**src/rtl/core/pdbs_pkg.sv**
```systemverilog
// Package for the pixel decimation and block swizzle block: widths, register
// indexes and the position record passed from the address generator.
// No dependencies.
package pdbs_pkg;

    // Largest supported input width in pixels; counter widths follow from it.
    localparam int MAX_WIDTH    = 1024;
    localparam int HEIGHT_LIMIT = 1024;
    localparam int BAND_ROWS    = 16;
    localparam int BLOCK_COLS   = 8;
    localparam int BLOCK_PIXELS = 32;
    localparam int LINE_PIXELS  = 4;

    localparam int PIXEL_W = 32;
    localparam int OFF_W   = 18;
    localparam int CFG_W   = 11;

    localparam int COL_W  = $clog2(MAX_WIDTH);
    localparam int ROW_W  = $clog2(HEIGHT_LIMIT);
    localparam int WDIM_W = COL_W + 1;
    localparam int HDIM_W = ROW_W + 1;
    localparam int WCMP_W = (CFG_W > WDIM_W) ? CFG_W : WDIM_W;
    localparam int HCMP_W = (CFG_W > HDIM_W) ? CFG_W : HDIM_W;

    localparam int BAND_BITS  = $clog2(BAND_ROWS);
    localparam int BLOCK_BITS = $clog2(BLOCK_COLS);
    localparam int BPIX_BITS  = $clog2(BLOCK_PIXELS);
    localparam int LINE_BITS  = $clog2(LINE_PIXELS);
    localparam int STRIDE_W   = WDIM_W + BPIX_BITS - BLOCK_BITS + 1;

    // APB register map: register i at byte address 4*i.
    localparam int PADDR_W = 3;
    localparam int PDATA_W = 32;
    localparam int REG_LSB = 2;

    typedef enum logic [0:0] {
        REG_IMAGE_WIDTH  = 1'b0,
        REG_IMAGE_HEIGHT = 1'b1
    } reg_index_t;

    // Where the current item lands and whether it is kept.
    typedef struct packed {
        logic             keep;
        logic [OFF_W-1:0] dest_offset;
        logic             image_done;
    } pos_t;

endpackage

```
**src/rtl/core/pdbs_if.sv**
```systemverilog
// Valid/ready channel interfaces for the pixel input and the placed output.
// Depends on pdbs_pkg.
interface pdbs_in_if;
    logic                         valid;
    logic                         ready;
    logic [pdbs_pkg::PIXEL_W-1:0] pixel_value;

    modport source (output valid, output pixel_value, input ready);
    modport sink   (input valid, input pixel_value, output ready);
endinterface

interface pdbs_out_if;
    logic                         valid;
    logic                         ready;
    logic [pdbs_pkg::PIXEL_W-1:0] out_pixel;
    logic [pdbs_pkg::OFF_W-1:0]   dest_offset;
    logic                         image_done;

    modport source (output valid, output out_pixel, output dest_offset, output image_done,
                    input ready);
    modport sink   (input valid, input out_pixel, input dest_offset, input image_done,
                    output ready);
endinterface

```
**src/rtl/core/pdbs_addr_gen.sv**
```systemverilog
// Raster position counters and swizzled destination offset generator.
// Depends on pdbs_pkg.
module pdbs_addr_gen (
    input  logic                          clk,
    input  logic                          rst_n,
    input  logic                          advance,
    input  logic [pdbs_pkg::WDIM_W-1:0]   eff_width,
    input  logic [pdbs_pkg::HDIM_W-1:0]   eff_height,
    input  logic [pdbs_pkg::STRIDE_W-1:0] band_stride,
    output pdbs_pkg::pos_t                pos
);
    import pdbs_pkg::*;

    logic [COL_W-1:0] col_reg, col_next;
    logic [ROW_W-1:0] row_reg, row_next;
    logic [OFF_W-1:0] base_reg, base_next;

    logic [WDIM_W-1:0] col_inc;
    logic [HDIM_W-1:0] row_inc;
    logic              row_end;
    logic              image_end;
    logic [WDIM_W-1:0] last_even_col;
    logic [HDIM_W-1:0] last_even_row;

    assign col_inc   = WDIM_W'(col_reg) + WDIM_W'(1);
    assign row_inc   = HDIM_W'(row_reg) + HDIM_W'(1);
    assign row_end   = (col_inc >= eff_width);
    assign image_end = (row_inc >= eff_height);

    assign last_even_col = (eff_width - WDIM_W'(1)) & ~WDIM_W'(1);
    assign last_even_row = (eff_height - HDIM_W'(1)) & ~HDIM_W'(1);

    always_comb
    begin
        pos.keep        = ~col_reg[0] & ~row_reg[0];
        pos.dest_offset = base_reg
                        + OFF_W'({col_reg[COL_W-1:BLOCK_BITS], {BPIX_BITS{1'b0}}})
                        + OFF_W'({row_reg[BAND_BITS-1:1], {LINE_BITS{1'b0}}})
                        + OFF_W'(col_reg[BLOCK_BITS-1:1]);
        pos.image_done  = (WDIM_W'(col_reg) == last_even_col)
                        && (HDIM_W'(row_reg) == last_even_row);
    end

    always_comb
    begin
        col_next  = col_reg;
        row_next  = row_reg;
        base_next = base_reg;
        if (!row_end) begin
            col_next = col_inc[COL_W-1:0];
        end else begin
            col_next = '0;
            if (image_end) begin
                row_next  = '0;
                base_next = '0;
            end else begin
                row_next = row_inc[ROW_W-1:0];
                // Leaving the last row of a band moves the base on by one stride.
                if (row_reg[BAND_BITS-1:0] == {BAND_BITS{1'b1}}) begin
                    base_next = base_reg + OFF_W'(band_stride);
                end
            end
        end
    end

    always_ff @(posedge clk or negedge rst_n)
    begin
        if (!rst_n) begin
            col_reg  <= '0;
            row_reg  <= '0;
            base_reg <= '0;
        end else if (advance) begin
            col_reg  <= col_next;
            row_reg  <= row_next;
            base_reg <= base_next;
        end
    end

endmodule

```
**src/rtl/core/pixel_decimate_block_swizzle.sv**
```systemverilog
// Top level of the pixel decimation and block swizzle block: APB register
// file, input handshake and result register. Depends on pdbs_pkg, pdbs_if
// and pdbs_addr_gen.
//
// The block takes decoded 32-bit RGBA pixels of one image in raster order and
// keeps only those at an even column of an even row, halving the image in
// both directions. Each kept pixel leaves with its destination pixel index in
// a block-swizzled layout: bands of 16 input rows, blocks of 8 input columns
// that become 4 output pixels by 8 output lines, and a band stride of
// ceil(width/8)*32 pixels; image_done marks the last kept pixel, after which
// the counters return to zero for the next image. Offsets wrap modulo 2^18.
// The position counters and the offset adders keep up with one item per clock
// while the output channel does not stall, and the result register sits
// between the two channels so that a new item is taken in the same cycle as
// the waiting result leaves. Odd-position items give no result. The width
// (register 0, byte address 0) and height (register 1, byte address 4) are
// 11-bit registers; zero is treated as 1 and values above 1024 as 1024. They
// should be written only while the block is idle; a change mid-image takes
// effect at once and does not clear the counters.
module pixel_decimate_block_swizzle (
    input  logic                         clk,
    input  logic                         rst_n,
    pdbs_in_if.sink                      in_ch,
    pdbs_out_if.source                   out_ch,
    input  logic                         psel,
    input  logic                         penable,
    input  logic                         pwrite,
    input  logic [pdbs_pkg::PADDR_W-1:0] paddr,
    input  logic [pdbs_pkg::PDATA_W-1:0] pwdata,
    output logic [pdbs_pkg::PDATA_W-1:0] prdata,
    output logic                         pready
);
    import pdbs_pkg::*;

    // Configuration registers, reset to a 1 by 1 image.
    logic [CFG_W-1:0] width_reg;
    logic [CFG_W-1:0] height_reg;

    reg_index_t reg_sel;
    logic       cfg_write;

    assign pready    = 1'b1;
    assign reg_sel   = reg_index_t'(paddr[REG_LSB]);
    assign cfg_write = psel && penable && pwrite;

    always_ff @(posedge clk or negedge rst_n)
    begin
        if (!rst_n) begin
            width_reg  <= CFG_W'(1);
            height_reg <= CFG_W'(1);
        end else if (cfg_write) begin
            case (reg_sel)
                REG_IMAGE_WIDTH:  width_reg  <= pwdata[CFG_W-1:0];
                REG_IMAGE_HEIGHT: height_reg <= pwdata[CFG_W-1:0];
                default: ;
            endcase
        end
    end

    always_comb
    begin
        case (reg_sel)
            REG_IMAGE_WIDTH:  prdata = PDATA_W'(width_reg);
            REG_IMAGE_HEIGHT: prdata = PDATA_W'(height_reg);
            default:          prdata = '0;
        endcase
    end

    // Effective image size: zero reads as one, large values are clamped.
    logic [WCMP_W-1:0]   width_ext;
    logic [HCMP_W-1:0]   height_ext;
    logic [WDIM_W-1:0]   eff_width;
    logic [HDIM_W-1:0]   eff_height;
    logic [WDIM_W:0]     width_round;
    logic [STRIDE_W-1:0] band_stride;

    assign width_ext  = WCMP_W'(width_reg);
    assign height_ext = HCMP_W'(height_reg);

    always_comb
    begin
        if (width_ext == '0) begin
            eff_width = WDIM_W'(1);
        end else if (width_ext > WCMP_W'(MAX_WIDTH)) begin
            eff_width = WDIM_W'(MAX_WIDTH);
        end else begin
            eff_width = width_ext[WDIM_W-1:0];
        end

        if (height_ext == '0) begin
            eff_height = HDIM_W'(1);
        end else if (height_ext > HCMP_W'(HEIGHT_LIMIT)) begin
            eff_height = HDIM_W'(HEIGHT_LIMIT);
        end else begin
            eff_height = height_ext[HDIM_W-1:0];
        end
    end

    // Band stride is the number of blocks across, times the pixels of a block.
    assign width_round = (WDIM_W + 1)'(eff_width) + (WDIM_W + 1)'(BLOCK_COLS - 1);
    assign band_stride = STRIDE_W'({width_round[WDIM_W:BLOCK_BITS], {BPIX_BITS{1'b0}}});

    // Input handshake: an item is taken whenever the result register is
    // empty or its content leaves in this same cycle.
    logic  in_accept;
    pos_t  pos;

    assign in_ch.ready = !out_ch.valid || out_ch.ready;
    assign in_accept   = in_ch.valid && in_ch.ready;

    pdbs_addr_gen u_addr_gen (
        .clk         (clk),
        .rst_n       (rst_n),
        .advance     (in_accept),
        .eff_width   (eff_width),
        .eff_height  (eff_height),
        .band_stride (band_stride),
        .pos         (pos)
    );

    // Result register.
    logic               out_valid_reg;
    logic [PIXEL_W-1:0] out_pixel_reg;
    logic [OFF_W-1:0]   dest_offset_reg;
    logic               image_done_reg;

    always_ff @(posedge clk or negedge rst_n)
    begin
        if (!rst_n) begin
            out_valid_reg <= 1'b0;
        end else if (in_accept) begin
            out_valid_reg <= pos.keep;
        end else if (out_ch.ready) begin
            out_valid_reg <= 1'b0;
        end
    end

    always_ff @(posedge clk)
    begin
        if (in_accept && pos.keep) begin
            out_pixel_reg   <= in_ch.pixel_value;
            dest_offset_reg <= pos.dest_offset;
            image_done_reg  <= pos.image_done;
        end
    end

    assign out_ch.valid       = out_valid_reg;
    assign out_ch.out_pixel   = out_pixel_reg;
    assign out_ch.dest_offset = dest_offset_reg;
    assign out_ch.image_done  = image_done_reg;

endmodule
```
**src/flat_wrapper.sv**
```systemverilog
// flat-port wrapper written by rule: the top's interface ports become plain ports
module pixel_decimate_block_swizzle_flat import pdbs_pkg::*;
  (clk, rst_n, psel, penable, pwrite, paddr, pwdata, prdata, pready, in_ch_valid, in_ch_pixel_value, in_ch_ready, out_ch_valid, out_ch_out_pixel, out_ch_dest_offset, out_ch_image_done, out_ch_ready);
  pdbs_in_if in_ch_i ();
  pdbs_out_if out_ch_i ();
  input  logic clk;
  input  logic rst_n;
  input  logic psel;
  input  logic penable;
  input  logic pwrite;
  input  logic [pdbs_pkg::PADDR_W-1:0] paddr;
  input  logic [pdbs_pkg::PDATA_W-1:0] pwdata;
  output logic [pdbs_pkg::PDATA_W-1:0] prdata;
  output logic pready;
  input wire logic [$bits(in_ch_i.valid)-1:0] in_ch_valid;
  input wire logic [$bits(in_ch_i.pixel_value)-1:0] in_ch_pixel_value;
  output wire logic [$bits(in_ch_i.ready)-1:0] in_ch_ready;
  output wire logic [$bits(out_ch_i.valid)-1:0] out_ch_valid;
  output wire logic [$bits(out_ch_i.out_pixel)-1:0] out_ch_out_pixel;
  output wire logic [$bits(out_ch_i.dest_offset)-1:0] out_ch_dest_offset;
  output wire logic [$bits(out_ch_i.image_done)-1:0] out_ch_image_done;
  input wire logic [$bits(out_ch_i.ready)-1:0] out_ch_ready;
  assign in_ch_i.valid = in_ch_valid;
  assign in_ch_i.pixel_value = in_ch_pixel_value;
  assign in_ch_ready = in_ch_i.ready;
  assign out_ch_valid = out_ch_i.valid;
  assign out_ch_out_pixel = out_ch_i.out_pixel;
  assign out_ch_dest_offset = out_ch_i.dest_offset;
  assign out_ch_image_done = out_ch_i.image_done;
  assign out_ch_i.ready = out_ch_ready;
  pixel_decimate_block_swizzle u_core (.clk(clk), .rst_n(rst_n), .in_ch(in_ch_i), .out_ch(out_ch_i), .psel(psel), .penable(penable), .pwrite(pwrite), .paddr(paddr), .pwdata(pwdata), .prdata(prdata), .pready(pready));
endmodule
```
**config.mk**
```make
export PLATFORM = sky130hd
export DESIGN_NAME = pixel_decimate_block_swizzle_flat
export DESIGN_NICKNAME = d
export VERILOG_FILES = /design/src/rtl/core/pdbs_pkg.sv /design/src/rtl/core/pdbs_if.sv /design/src/rtl/core/pdbs_addr_gen.sv /design/src/rtl/core/pixel_decimate_block_swizzle.sv /design/src/flat_wrapper.sv
export SDC_FILE = /design/constraint.sdc
export NUM_CORES = 1
export LEC_CHECK = 0
export ABC_AREA = 1
export ABC_CLOCK_PERIOD_IN_PS = 4400
export BUFFER_PORTS_ARGS = -buffer_cell sky130_fd_sc_hd__clkbuf_2
export CAP_MARGIN = 20
export CORE_MARGIN = 2
export CORE_UTILIZATION = 51
export CTS_CLUSTER_SIZE = 20
export DETAILED_ROUTE_END_ITERATION = 7
export PLACE_DENSITY_LB_ADDON = 0.15
export SLEW_MARGIN = 20
export SYNTH_ARGS = -nofsm -noshare
export SYNTH_HDL_FRONTEND = slang
export SYNTH_HIERARCHICAL = 1
export SYNTH_SLANG_ARGS = --single-unit
```
**constraint.sdc**
```tcl
create_clock -name clk -period 4.4 [get_ports clk]
set_clock_uncertainty 0.05 [all_clocks]
set_input_delay 0.44 -clock clk [delete_from_list [all_inputs] [get_ports clk]]
set_output_delay 0.44 -clock clk [all_outputs]
set_load 0.01 [all_outputs]
```
Word-level counts from Yosys, hierarchy flattened:

Index checks and enable logic that the tools add are counted.

* $add $sub $neg: 9
* multipliers: 0
* magnitude comparators: 4
* reduce and logical (&&, ||, !) cells: 15
* divide/modulo/power cells: 0
* bitwise logic cells: 4
* shift-type cells: 0
* muxes and demuxes: 11
* equal/unequal tests: 3

Operators with widths (number)
* $pmux W32 S2: 1
* $mux W11: 4
* $mux W18: 2
* $add A10 B1 Y11 const B: 2
* $eq A10 B11 Y1: 2
* $ge A11 B11 Y1: 2
* $gt A11 B11 Y1 const B: 2
* $logic_not A11 Y1: 2
* $sub A11 B1 Y11 const B: 2
* $mux W10: 2
* $add A18 B12 Y18: 1
* $add A18 B14 Y18: 1
* $add A18 B2 Y18: 1
* $add A18 B5 Y18: 1
* $add A11 B3 Y12 const B: 1
* $reduce_and A2 Y1: 3
* $logic_and A1 B1 Y1: 5
* $eq A4 B4 Y1 const B: 1
* $reduce_bool A2 Y1: 2
* $not A1 Y1: 3
* $reduce_and A3 Y1: 1
* $mux W1: 2
* $and A1 B1 Y1: 1
* $logic_not A1 Y1: 1
* $logic_or A1 B1 Y1: 1

* bits in latches: 0
* register bits: 112
* output and inout bits: 86
* logic and storage cells: 55
* memories: 0
* bits in writable memories: 0
* ROM bits: 0
* input bits: 74

Depth between registers and ports, before layout:

Gate-level depths: netlist of run 1.

* word-level depth: 7
* mapped depth: 22
* depth with buffers taken out: 21

Modules after synthesis:

The synthesis of run 1 kept the hierarchy.

Modules (own cells, without submodules)
* pdbs_addr_gen: area each 4680.7 sq um, cells each 737, times used 1
* pixel_decimate_block_swizzle: area each 3161.8 sq um, cells each 292, times used 1

Least setup slack after synthesis of run 1:

Ideal clock, no wire load.

* kind: register to register
* start: reg u_core.u_addr_gen.row_reg[0]
* end: reg u_core.dest_offset_reg[0], in the netlist u_core/out_ch.dest_offset[0] (enable)
* buffers on the path: 0
* stages on the path, launching flop included: 4
* period minus slack after synthesis: 4.705 ns
* data required time: 3.827 ns
* library setup time: 0.523 ns
* setup slack: -0.305 ns
* data arrival time: 4.133 ns
* cells stage by stage: dfrtp_1 -> nor2_1 -> inv_1 -> nor3_1

RTL lines
* from (decl): RTL line pdbs_addr_gen.sv:15 `logic [ROW_W-1:0] row_reg, row_next;`
* from (signal assigned): RTL line pdbs_addr_gen.sv:74 `row_reg <= row_next;`
* to (signal assigned): RTL line pixel_decimate_block_swizzle.sv:142 `dest_offset_reg <= pos.dest_offset;`
* to (decl): RTL line pixel_decimate_block_swizzle.sv:124 `logic [OFF_W-1:0] dest_offset_reg;`

Final worst setup path of run 1:

* start: reg u_core.u_addr_gen.row_reg[0]
* end: reg u_core.u_addr_gen.base_reg[4]

* word-level cells in the longest chain between the ends: 4

RTL lines
* $add A10 B1 Y11: RTL line pdbs_addr_gen.sv:26 `assign row_inc = HDIM_W'(row_reg) + HDIM_W'(1);`
* $ge A11 B11 Y1: RTL line pdbs_addr_gen.sv:28 `assign image_end = (row_inc >= eff_height);`
* $reduce_bool A2 Y1 (no line)
* $reduce_and A3 Y1 (no line)
* to (signal assigned): RTL line pdbs_addr_gen.sv:75 `base_reg <= base_next;`
* to (decl): RTL line pdbs_addr_gen.sv:16 `logic [OFF_W-1:0] base_reg, base_next;`

Parallel ways exist; a longest one is shown, timed or not.
A chain may end at the register's enable or synchronous reset.

==> flow_summary_export.csv, run 1 <==
group,metric,value,unit
sta,layout_min_cycle_time,3.563,ns
power_and_ir_drop,p_sw_frac,0.4579,
setup_path,setup.worst_path.start_class,"register",
die,rows,45,
clock_network,clockRootBuffer,"clkbuf_16",
layout,drive_gt1_frac,0.1405,
synth,ys_async_sr_fraction,0.5446,
setup_path,timing.reg2reg.setup_slack,0.84,ns
placed_design,hpwl,14.45,mm
routing,drt_iter0_drc,419,
setup_path,r2r_cells,17,
die,die_x,128.0,um
synth,yosysWarnings,6,
setup_path,crit_chain,"ha_1 > nand3_1 > inv_1 > nand4_1 > nor2_1 > nand2_1 > nand2_1 > inv_1 > ha_1 > a21o_1 > nand2_1 > nand2_1 > a21oi_2 > nand3_1 > nor2_1 > nand3_1 > nand2_1",
setup_path,cp_slowest_cell,"nor2_1",
setup_path,slowest_delay,0.62,ns
sta,clock.fmax,280.6,MHz
synth,seq_area_frac_synth,0.3902,
clock_network,clockBufferDepth,2,
synth,synth_edf_count,51,
sta,relSlewSlack,0.4748,
setup_path,path_max_fanout,11,
power_and_ir_drop,switchingPower,2.288,mW
sta,finalHoldViolations,0,
power_and_ir_drop,p_int,2.709,mW
setup_path,crit_arrival,3.80,ns
layout,fin_util,0.5861,
global_routing,track_usage,0.2309,
layout,diodes,0,
synth,syn_avg_cell_area,7.621,um^2
layout,largest_reg_flops,32,
sta,rsz0062_at_grt,"no",
routing,drtAntennaViolNets,0,
power_and_ir_drop,pwr-share-seq,0.340,
die,ios,160,
layout,fin_area,8843,um^2
layout,area_growth,12.76,%
synth,syn_inst,1029,
routing,dr_total_vias,6808,
clock_network,cts_buffers,9,
clock_network,cts_tree,"yes",
power_and_ir_drop,peakVddDrop,0.2274,mV
routing,viasPerCell,5.077,
layout,final_common_cell,"nand2_1",
placed_design,post-place-cells,1324,
sta,tightestPinTransition,0.7848,ns
sta,finalSetupTns,0,ns
global_routing,grt_pass1_vias,6068,
layout,final_cell_mix,"276 x nand2_1, 159 x inv_1, 114 x clkbuf_2, 82 x nand3_1, 81 x nor2_1",
sta,fin_crit_sh,0.8099,
routing,post_drt_wl_per_cell,13.62,um
power_and_ir_drop,p_total,4.997,mW
placed_design,dpl-instance-area,8537,um^2
die,dieArea,16390,um^2
synth,yosys_most_used_dff,"dfrtp_1",
clock_network,path_clk_slew,0.08,ns
clock_network,cts-htree-levels,3,
placed_design,gp_congestion,0.9198,
setup_path,r2r_start,"u_core/u_addr_gen/row_reg[0]$_DFFE_PN0P_",
die,start_util,0.5197,
synth,synth_top_area_cell,"edfxtp_1",
synth,synth_seq_cells,112,
synth,synth.area.top_cells,"edfxtp_1 20%, dfrtp_1 19%, nand2_1 13%",
power_and_ir_drop,combPwrFrac,0.497,
global_routing,antenna_found_initial,0,
layout,fin_cells,1341,
sta,drv_slew,0,
setup_path,crit_top_cell,"nand2_1",
worst_hold_path,hold_path_class,"primary input to register",
global_routing,overflow,0,
setup_path,end_kind,"register",
clock_network,post-cts-setup-buffers,0,
clock_network,clk_latency,0.36,ns
setup_path,cp_data_required_time,4.64,ns
routing,drtPass1Iterations,5,
power_and_ir_drop,power_density,565.0,nW/um^2
setup_path,crit_path_start,"u_core/u_addr_gen/row_reg[0]$_DFFE_PN0P_",
global_routing,grt_pass1_wl,29.84,mm
die,die_h,128.0,um
setup_path,worst-setup-path-type,"register to register",
run_status,outcome,"finished, final reports clean",
power_and_ir_drop,leakage,4.672,nW
synth,synth_top_area_share,0.1953,
die,core-area,15090,um^2
synth,syn_area,7843,um^2
synth,synth_cell_types,46,
run,cap_violations,0,
setup_path,setup.worst_path.end,"u_core/u_addr_gen/base_reg[4]$_DFFE_PN0P_",
layout,fin_nets,1276,
global_routing,grt_max_degree,52,
routing,drc_errors,0,
placed_design,port_buffers,114,
power_and_ir_drop,clkPwrFrac,0.163,
clock_network,cts_sinks,112,
routing,wirelength,18.27,mm
sta,setup-violations-final,0,
setup_path,r2r_end,"u_core/u_addr_gen/base_reg[4]$_DFFE_PN0P_",
-- how the worst min path moves through the flow --
stage | start | cells after the start | slack [ns] | end
3_5_place_dp | rst_n | 1 | 0.39 | u_core/u_addr_gen/base_reg[13]$_DFFE_PN0P_
3_3_place_gp | rst_n | 1 | 0.39 | u_core/u_addr_gen/base_reg[13]$_DFFE_PN0P_
4_1_cts | in_ch_pixel_value[6] | 1 | 0.19 | u_core/out_ch.out_pixel[6]$_DFFE_PP_
2_1_floorplan | rst_n | 0 | 0.09 | u_core/height_ext[10]$_DFFE_PN0P_
6_report | in_ch_pixel_value[28] | 1 | 0.20 | u_core/out_ch.out_pixel[28]$_DFFE_PP_
5_1_grt | in_ch_pixel_value[5] | 1 | 0.18 | u_core/out_ch.out_pixel[5]$_DFFE_PP_
-- per-stage QoR --
stage | hold slack (ns) | setup WS, ns
global route | 0.1799 | 0.4012
floorplan | 0.09441 | 1.246
detailed placement | 0.3889 | 0.8561
CTS | 0.1867 | 0.8186
global placement | 0.3884 | 0.9444
finish | 0.2014 | 0.8365
-- Yosys cell counts, drive strengths merged, types with 2 or more instances --
master / count
edfxtp: 51
nand3b: 8
a21o: 3
inv: 159
nand3: 84
nor3: 10
nand4: 13
xor2: 37
fa: 2
a21boi: 2
buf: 27
clkbuf: 10
o22ai: 9
o21ai: 74
dfrtp: 59
nand2: 282
clkinv: 2
ha: 52
conb: 2
a21oi: 33
xnor2: 10
nor2: 90
dfstp: 2
-- power by group through the flow --
stage | combinational (mW) | sequential (mW) | clock [mW]
2_1_floorplan | 1.80 | 1.69 | 0
3_3_place_gp | 2.42 | 1.72 | 0
3_5_place_dp | 2.46 | 1.72 | 0
4_1_cts | 2.48 | 1.70 | 0.841
5_1_grt | 2.83 | 1.74 | 0.879
6_report | 2.48 | 1.70 | 0.813
-- layout make-up --
| cell class | instances | area (um^2) |
|---|---|---|
| fill | 1455 | 6246 |
| multi-input combinational | 746 | 4044 |
| sequential | 112 | 3060 |
| inverter | 161 | 604.3 |
| timing repair buffer | 118 | 603.1 |
| tap | 188 | 235.2 |
| clock buffer | 9 | 225.2 |
| clock inverter | 7 | 71.32 |
-- layer usage --
metal / track usage / routed length, um / share of wire
met1: 0.3190 / 8373 / 0.46
met2: 0.3781 / 8463 / 0.46
met3: 0.03047 / 1093 / 0.060
met4: 0.07628 / 336 / 0.018
met5: 0 / 0 / 0
-- worst max-delay path: cells and delay by family, from the launching register on --
family                   cells  cell delay (ns)
AND/OR/NAND/NOR             11             1.76
buffers and inverters        2             0.23
flip-flops                   1             0.54
AO/OA/AOI/OAI                2             0.35
adder cells (fa/ha/maj)      2             0.54
-- kinds of logic (layout without fill, tap and decap cells) --
logic type / Yosys count / count (layout) / share of synthesized area
AOI/OAI and AO/OA: 126 / 126 / 0.08775
xor gates and xnor gates: 47 / 47 / 0.05249
adders and majority gates: 54 / 54 / 0.08807
buffers and inverters: 198 / 295 / 0.1085
DFF: 112 / 112 / 0.3902
other: 2 / 29 / 0.0009576
and+or+nand+nor: 490 / 490 / 0.2720
-- timing repair --
item                                    CTS  global route
endpoints found under the setup margin    0             0
endpoints found under the hold margin    13             0
resized for setup                         0             0
hold buffers                              1             0
Note: power is estimated with default switching activity, not from simulation.
==> run 2: changes to the inputs <==
--- a/config.mk
+++ b/config.mk
@@ -6,11 +6,11 @@
 export NUM_CORES = 1
 export LEC_CHECK = 0
 export ABC_AREA = 1
-export ABC_CLOCK_PERIOD_IN_PS = 4400
+export ABC_CLOCK_PERIOD_IN_PS = 3400
 export BUFFER_PORTS_ARGS = -buffer_cell sky130_fd_sc_hd__clkbuf_2
 export CAP_MARGIN = 20
 export CORE_MARGIN = 2
-export CORE_UTILIZATION = 51
+export CORE_UTILIZATION = 55
 export CTS_CLUSTER_SIZE = 20
 export DETAILED_ROUTE_END_ITERATION = 7
 export PLACE_DENSITY_LB_ADDON = 0.15
==> constraint.sdc (replaced) <==
create_clock -name clk -period 3.4 [get_ports clk]
set_clock_uncertainty 0.05 [all_clocks]
set_input_delay 0.34 -clock clk [delete_from_list [all_inputs] [get_ports clk]]
set_output_delay 0.34 -clock clk [all_outputs]
set_load 0.01 [all_outputs]
==> run 2 against run 1 <==
Effect of this change:
- sequential share of layout area decreased by 0.28 points
- hold slack got worse by 0.099 ns
- total power increased by 32%
- utilization increased by 5.6 points
- final cell count unchanged
- register-to-register slack got worse by 0.47 ns
- flip-flop and latch count unchanged
- die area decreased by 7.1%
- global-route usage increased by 2.3 points
- fmax increased by 17%
- wire length increased by 1.3%
- worst setup slack got worse by 0.47 ns
==> flow_summary_export.csv, run 2 (same netlist as run 1, synthesis figures left out) <==
group,metric,value,unit
worst_hold_path,min_to,"u_core/out_ch.out_pixel[17]$_DFFE_PP_",
routing,post_drt_wl_per_cell,13.80,um
setup_path,crit_arrival,3.26,ns
worst_hold_path,hold_path_class,"primary input to register",
setup_path,path_max_fanout,10,
setup_path,r2r_cells,16,
setup_path,timing.reg2reg.setup_slack,0.37,ns
sta,holdWs,0.1023,ns
setup_path,r2r_end,"u_core/u_addr_gen/row_reg[6]$_DFFE_PN0P_",
clock_network,clk_latency,0.36,ns
worst_hold_path,min_from,"in_ch_pixel_value[17]",
run_status,outcome,"finished, final reports clean",
setup_path,crit_path_start,"u_core/u_addr_gen/col_reg[1]$_DFFE_PN0P_",
die,die_x,123.4,um
sta,setup-violations-final,0,
placed_design,hpwl,14.73,mm
clock_network,path_clk_slew,0.08,ns
die,ios,160,
sta,drv_slew,0,
layout,drive_gt1_frac,0.1473,
global_routing,grt_pass1_wl,30.17,mm
layout,diodes,0,
sta,fin_crit_sh,0.8924,
power_and_ir_drop,p_total,6.576,mW
clock_network,cts-htree-levels,3,
run,cap_violations,0,
placed_design,dpl-instance-area,8582,um^2
routing,drc_errors,0,
layout,num-fill-cells,1276,
clock_network,cts_buffers,9,
routing,viasPerCell,5.103,
routing,drtAntennaViolNets,0,
global_routing,grt_max_degree,52,
sta,clock.fmax,329.6,MHz
sta,finalHoldViolations,0,
sta,relSlewSlack,0.5318,
setup_path,setup.worst_path.start_class,"register",
clock_network,clockRootBuffer,"clkbuf_16",
setup_path,end_kind,"register",
setup_path,critPathTopFamily,"simple AND/OR/NAND/NOR gates",
clock_network,cts_sinks,112,
global_routing,track_usage,0.2543,
setup_path,slowest_delay,0.47,ns
sta,tightestPinTransition,0.7015,ns
setup_path,worst-setup-path-type,"register to register",
clock_network,cts_tree,"yes",
power_and_ir_drop,peakVddDrop,0.3020,mV
global_routing,grt_pass1_vias,6263,
die,rows,43,
setup_path,cp_slowest_cell,"dfrtp_1",
power_and_ir_drop,power_density,737.7,nW/um^2
sta,layout_min_cycle_time,3.034,ns
layout,final_common_cell,"nand2_1",
worst_hold_path,hold_depth,1,
layout,area_growth,13.67,%
setup_path,r2r_start,"u_core/u_addr_gen/col_reg[1]$_DFFE_PN0P_",
placed_design,port_buffers,114,
die,dieArea,15230,um^2
die,start_util,0.5650,
setup_path,cp_data_required_time,3.62,ns
global_routing,overflow,0,
layout,largest_reg_flops,32,
routing,wirelength,18.51,mm
placed_design,gp_congestion,0.9104,
die,die_h,123.4,um
power_and_ir_drop,leakage,4.705,nW
die,core-area,13880,um^2
setup_path,crit_top_cell,"nand2_1",
layout,fin_nets,1284,
setup_path,cp_num_buf_inv,3,
layout,fin_area,8915,um^2
clock_network,clockBufferDepth,2,
layout,final_cell_mix,"276 x nand2_1, 158 x inv_1, 113 x clkbuf_2, 82 x nand3_1, 79 x nor2_1",
routing,dr_total_vias,6843,
global_routing,antenna_found_initial,0,
setup_path,crit_chain,"ha_1 > nand3_1 > nor2_1 > nand2_1 > nor2_1 > xor2_1 > inv_1 > ha_1 > a21oi_1 > o21a_1 > nand2_1 > nand2_1 > inv_2 > buf_4 > nand2_4 > o22ai_1",
routing,drt_iter0_drc,388,
routing,drtPass1Iterations,5,
run 2: cell count changes in the layout (fill, tap and decap cells not counted), moves of 2 or more:
cell	change
nor2_1	-2
buf_4	+7
nor2_2	+2
clkinv_1	+2
run 2: layout make-up:
cell class	instances	area, um^2	share of cell area
multi-input cells	746	4058	0.4552
flip-flops and latches	112	3060	0.3433
repair buffers	126	678.2	0.07607
inverters	161	604.3	0.06779
clock buffers	9	225.2	0.02526
well taps	180	225.2	0.02526
clock inverters	7	63.81	0.007158
run 2: report_power, final:
| part | internal, mW | leakage [nW] | switching (mW) |
|---|---|---|---|
| combinational | 1.22 | 3.29 | 2.12 |
| clock | 0.515 | 0.142 | 0.525 |
| sequential | 1.85 | 1.27 | 0.339 |
run 2: worst max path at each step:
stage | end | slack [ns] | cells after the start
floorplan | u_core/out_ch.dest_offset[0]$_DFFE_PP_ | 0.25 | 3
finish | u_core/u_addr_gen/row_reg[6]$_DFFE_PN0P_ | 0.37 | 16
detailed placement | u_core/u_addr_gen/base_reg[11]$_DFFE_PN0P_ | 0.33 | 14
global route | u_core/u_addr_gen/base_reg[15]$_DFFE_PN0P_ | -0.005 | 15
global placement | u_core/u_addr_gen/row_reg[8]$_DFFE_PN0P_ | 0.41 | 16
CTS | u_core/u_addr_gen/row_reg[6]$_DFFE_PN0P_ | 0.32 | 16
run 2: worst reg2reg max path: stages, from the launching register on:
cell	delay [ns]
dfrtp_1	0.47
ha_1	0.23
nand3_1	0.10
nor2_1	0.15
nand2_1	0.11
nor2_1	0.12
xor2_1	0.21
inv_1	0.07
ha_1	0.30
a21oi_1	0.06
o21a_1	0.16
nand2_1	0.11
nand2_1	0.16
inv_2	0.18
buf_4	0.21
nand2_4	0.11
o22ai_1	0.15
run 2: per-stage QoR:
stage / util / cells / setup slack (ns) / TNS (ns)
detailed placement: 0.6183 / 1323 / 0.3344 / 0
finish: 0.6422 / 1341 / 0.3658 / 0
CTS: 0.6398 / 1340 / 0.3215 / 0
floorplan: - / 1056 / 0.2455 / 0
global route: 0.6422 / 1341 / -0.005471 / -0.005471
global placement: 0.6181 / 1323 / 0.4145 / 0
run 2: layer usage:
metal | vias up | GRT usage | share of wire | wire, um
li1 | 3525 | - | - | -
met1 | 3104 | 0.3412 | 0.47 | 8672
met2 | 183 | 0.4224 | 0.46 | 8553
met3 | 31 | 0.03552 | 0.049 | 905
met4 | 0 | 0.08665 | 0.020 | 372
met5 | - | 0 | 0 | 0
run 2: repair_timing:
item / 4_1_cts / 5_1_grt
endpoints found under the hold margin: 36 / 0
resized for setup: 0 / 3
buffers inserted: 0 / 1
setup endpoints to repair: 0 / 22
hold buffers: 1 / 0
==> run 3: changes to the inputs <==
--- a/config.mk
+++ b/config.mk
@@ -6,7 +6,7 @@
 export NUM_CORES = 1
 export LEC_CHECK = 0
 export ABC_AREA = 1
-export ABC_CLOCK_PERIOD_IN_PS = 3400
+export ABC_CLOCK_PERIOD_IN_PS = 3500
 export BUFFER_PORTS_ARGS = -buffer_cell sky130_fd_sc_hd__clkbuf_2
 export CAP_MARGIN = 20
 export CORE_MARGIN = 2
==> constraint.sdc (replaced) <==
create_clock -name clk -period 3.5 [get_ports clk]
set_clock_uncertainty 0.05 [all_clocks]
set_input_delay 0.35 -clock clk [delete_from_list [all_inputs] [get_ports clk]]
set_output_delay 0.35 -clock clk [all_outputs]
set_load 0.01 [all_outputs]
==> run 3 against run 2 <==
Effect of this change:
- the run now ends with hold timing left
- die area unchanged
- combinational power fell by 5%
- flip-flop and latch count unchanged
- utilization shrank 0.37 points
- cell area is 0.58% lower
- global-route usage grew 0.084 points
- first-iteration DRC count up 29%
- total power is 4.1% lower
- critical path type unchanged
- via count down 0.12%
- final cell count down 0.22%
- non-clock buffer count is 3 lower
==> flow_summary_export.csv, run 3 (same netlist as run 1, synthesis figures left out) <==
group,metric,value,unit
layout,drive_gt1_frac,0.1442,
global_routing,antenna_found_initial,0,
routing,dr_total_vias,6835,
setup_path,crit_arrival,3.33,ns
clock_network,clockRootBuffer,"clkbuf_16",
clock_network,cts_sinks,112,
sta,clock.fmax,321.7,MHz
routing,drt_iter0_drc,501,
run_status,violations,"hold timing",
clock_network,post-cts-setup-buffers,0,
die,ios,160,
sta,setup-violations-final,0,
power_and_ir_drop,peakVddDrop,0.3428,mV
routing,wirelength,18.51,mm
sta,holdWs,-0.005336,ns
routing,drtPass1Iterations,5,
setup_path,r2r_end,"u_core/u_addr_gen/base_reg[15]$_DFFE_PN0P_",
setup_path,crit_path_start,"u_core/width_ext[6]$_DFFE_PN0P_",
routing,viasPerCell,5.108,
placed_design,gp_congestion,0.9573,
clock_network,clk_latency,0.36,ns
layout,diodes,0,
worst_hold_path,hold_path_class,"primary input to async pin",
run_status,outcome,"finished with violations",
setup_path,setup.worst_path.start_class,"register",
sta,drv_slew,0,
die,start_util,0.5650,
run,cap_violations,0,
layout,area_growth,13.02,%
global_routing,grt_pass1_vias,6302,
placed_design,hpwl,14.79,mm
sta,finalHoldViolations,4,
layout,fin_nets,1281,
clock_network,cts-htree-levels,3,
global_routing,overflow,0,
global_routing,grt_max_degree,36,
setup_path,end_kind,"register",
setup_path,path_max_fanout,9,
global_routing,grt_pass1_wl,30.26,mm
power_and_ir_drop,power_density,711.7,nW/um^2
sta,finalSetupTns,0,ns
die,dieArea,15230,um^2
setup_path,worst-setup-path-type,"register to register",
die,rows,43,
clock_network,path_clk_slew,0.08,ns
placed_design,port_buffers,114,
setup_path,cp_data_required_time,3.72,ns
die,die_x,123.4,um
setup_path,setup.worst_path.end,"u_core/u_addr_gen/base_reg[15]$_DFFE_PN0P_",
layout,largest_reg_flops,32,
clock_network,clockBufferDepth,2,
die,core-area,13880,um^2
setup_path,r2r_cells,17,
power_and_ir_drop,leakage,4.688,nW
sta,relSlewSlack,0.5024,
sta,tightestPinTransition,0.7463,ns
clock_network,cts_tree,"yes",
routing,drc_errors,0,
routing,post_drt_wl_per_cell,13.84,um
global_routing,track_usage,0.2551,
sta,fin_crit_sh,0.8882,
die,die_h,123.4,um
sta,rsz0062_at_grt,"no",
layout,final_cell_mix,"276 x nand2_1, 159 x inv_1, 114 x clkbuf_2, 82 x nand3_1, 81 x nor2_1",
layout,final_common_cell,"nand2_1",
power_and_ir_drop,p_total,6.308,mW
routing,drtAntennaViolNets,0,
setup_path,timing.reg2reg.setup_slack,0.39,ns
sta,layout_min_cycle_time,3.109,ns
setup_path,r2r_start,"u_core/width_ext[6]$_DFFE_PN0P_",
clock_network,cts_buffers,9,
run 3: cell types whose count changed in the layout (fill, tap and decap cells not counted), sizes merged:
cell	previous run	this run
buf	11	9
clkinv	5	4
dlygate4sd3	1	0
inv	163	164
run 3: how the worst min path moves through the flow:
stage	startpoint	endpoint	slack [ns]	cells after the start
5_1_grt	rst_n	u_core/u_addr_gen/col_reg[7]$_DFFE_PN0P_	0.07	1
4_1_cts	rst_n	u_core/u_addr_gen/base_reg[13]$_DFFE_PN0P_	0.03	1
3_3_place_gp	rst_n	u_core/u_addr_gen/base_reg[17]$_DFFE_PN0P_	0.41	1
6_report	rst_n	u_core/u_addr_gen/base_reg[13]$_DFFE_PN0P_	-0.005	1
3_5_place_dp	rst_n	u_core/u_addr_gen/base_reg[13]$_DFFE_PN0P_	0.40	1
2_1_floorplan	rst_n	u_core/height_ext[10]$_DFFE_PN0P_	0.004	0
run 3: where the power goes:
group	internal [mW]	switching (mW)
Sequential	1.80	0.334
Combinational	1.13	2.04
Clock	0.498	0.503
run 3: cell type report:
type	count	area, um^2
Fill cell	1285	5017
Multi-Input combinational cell	746	4053
Sequential cell	112	3060
Timing Repair Buffer	123	638.1
Inverter	161	604.3
Clock buffer	9	225.2
Tap cell	180	225.2
Clock inverter	7	57.56
run 3: per-layer routing:
layer / wire [um] / track usage / vias up / share of wire
met1: 8364 / 0.3439 / 3108 / 0.45
met5: 0 / 0 / - / 0
met2: 8709 / 0.4203 / 185 / 0.47
met4: 400 / 0.09162 / 0 / 0.022
met3: 1038 / 0.03506 / 26 / 0.056
li1: - / - / 3516 / -
run 3: timing repair:
action	CTS	global route
setup endpoints to repair	0	5
hold buffers	0	0
resized for setup	0	1
endpoints found under the hold margin	0	0
run 3: through the flow:
step / utilization / instances / setup WS [ns] / area [um^2]
finish: 0.6385 / 1338 / 0.3914 / 8864
global route: 0.6385 / 1338 / 0.06137 / 8864
CTS: 0.6374 / 1337 / 0.3376 / 8847
detailed placement: 0.6170 / 1321 / 0.3513 / 8564
global placement: 0.6170 / 1321 / 0.4645 / 8564
floorplan: - / 1056 / 0.3455 / 7949
run 3: critical path, cell delays in order (launching register included):
cell	delay (ns)
dfrtp_1	0.44
nor2_1	0.14
nand2_1	0.07
nor2_2	0.13
nand2_2	0.07
nand2_4	0.11
inv_1	0.08
nor2_2	0.27
nand3_1	0.13
o21ai_1	0.30
ha_1	0.34
a21oi_1	0.24
o21ai_0	0.12
a21oi_1	0.18
nand2_1	0.08
nand2_1	0.06
nand3_1	0.06
o21ai_0	0.15
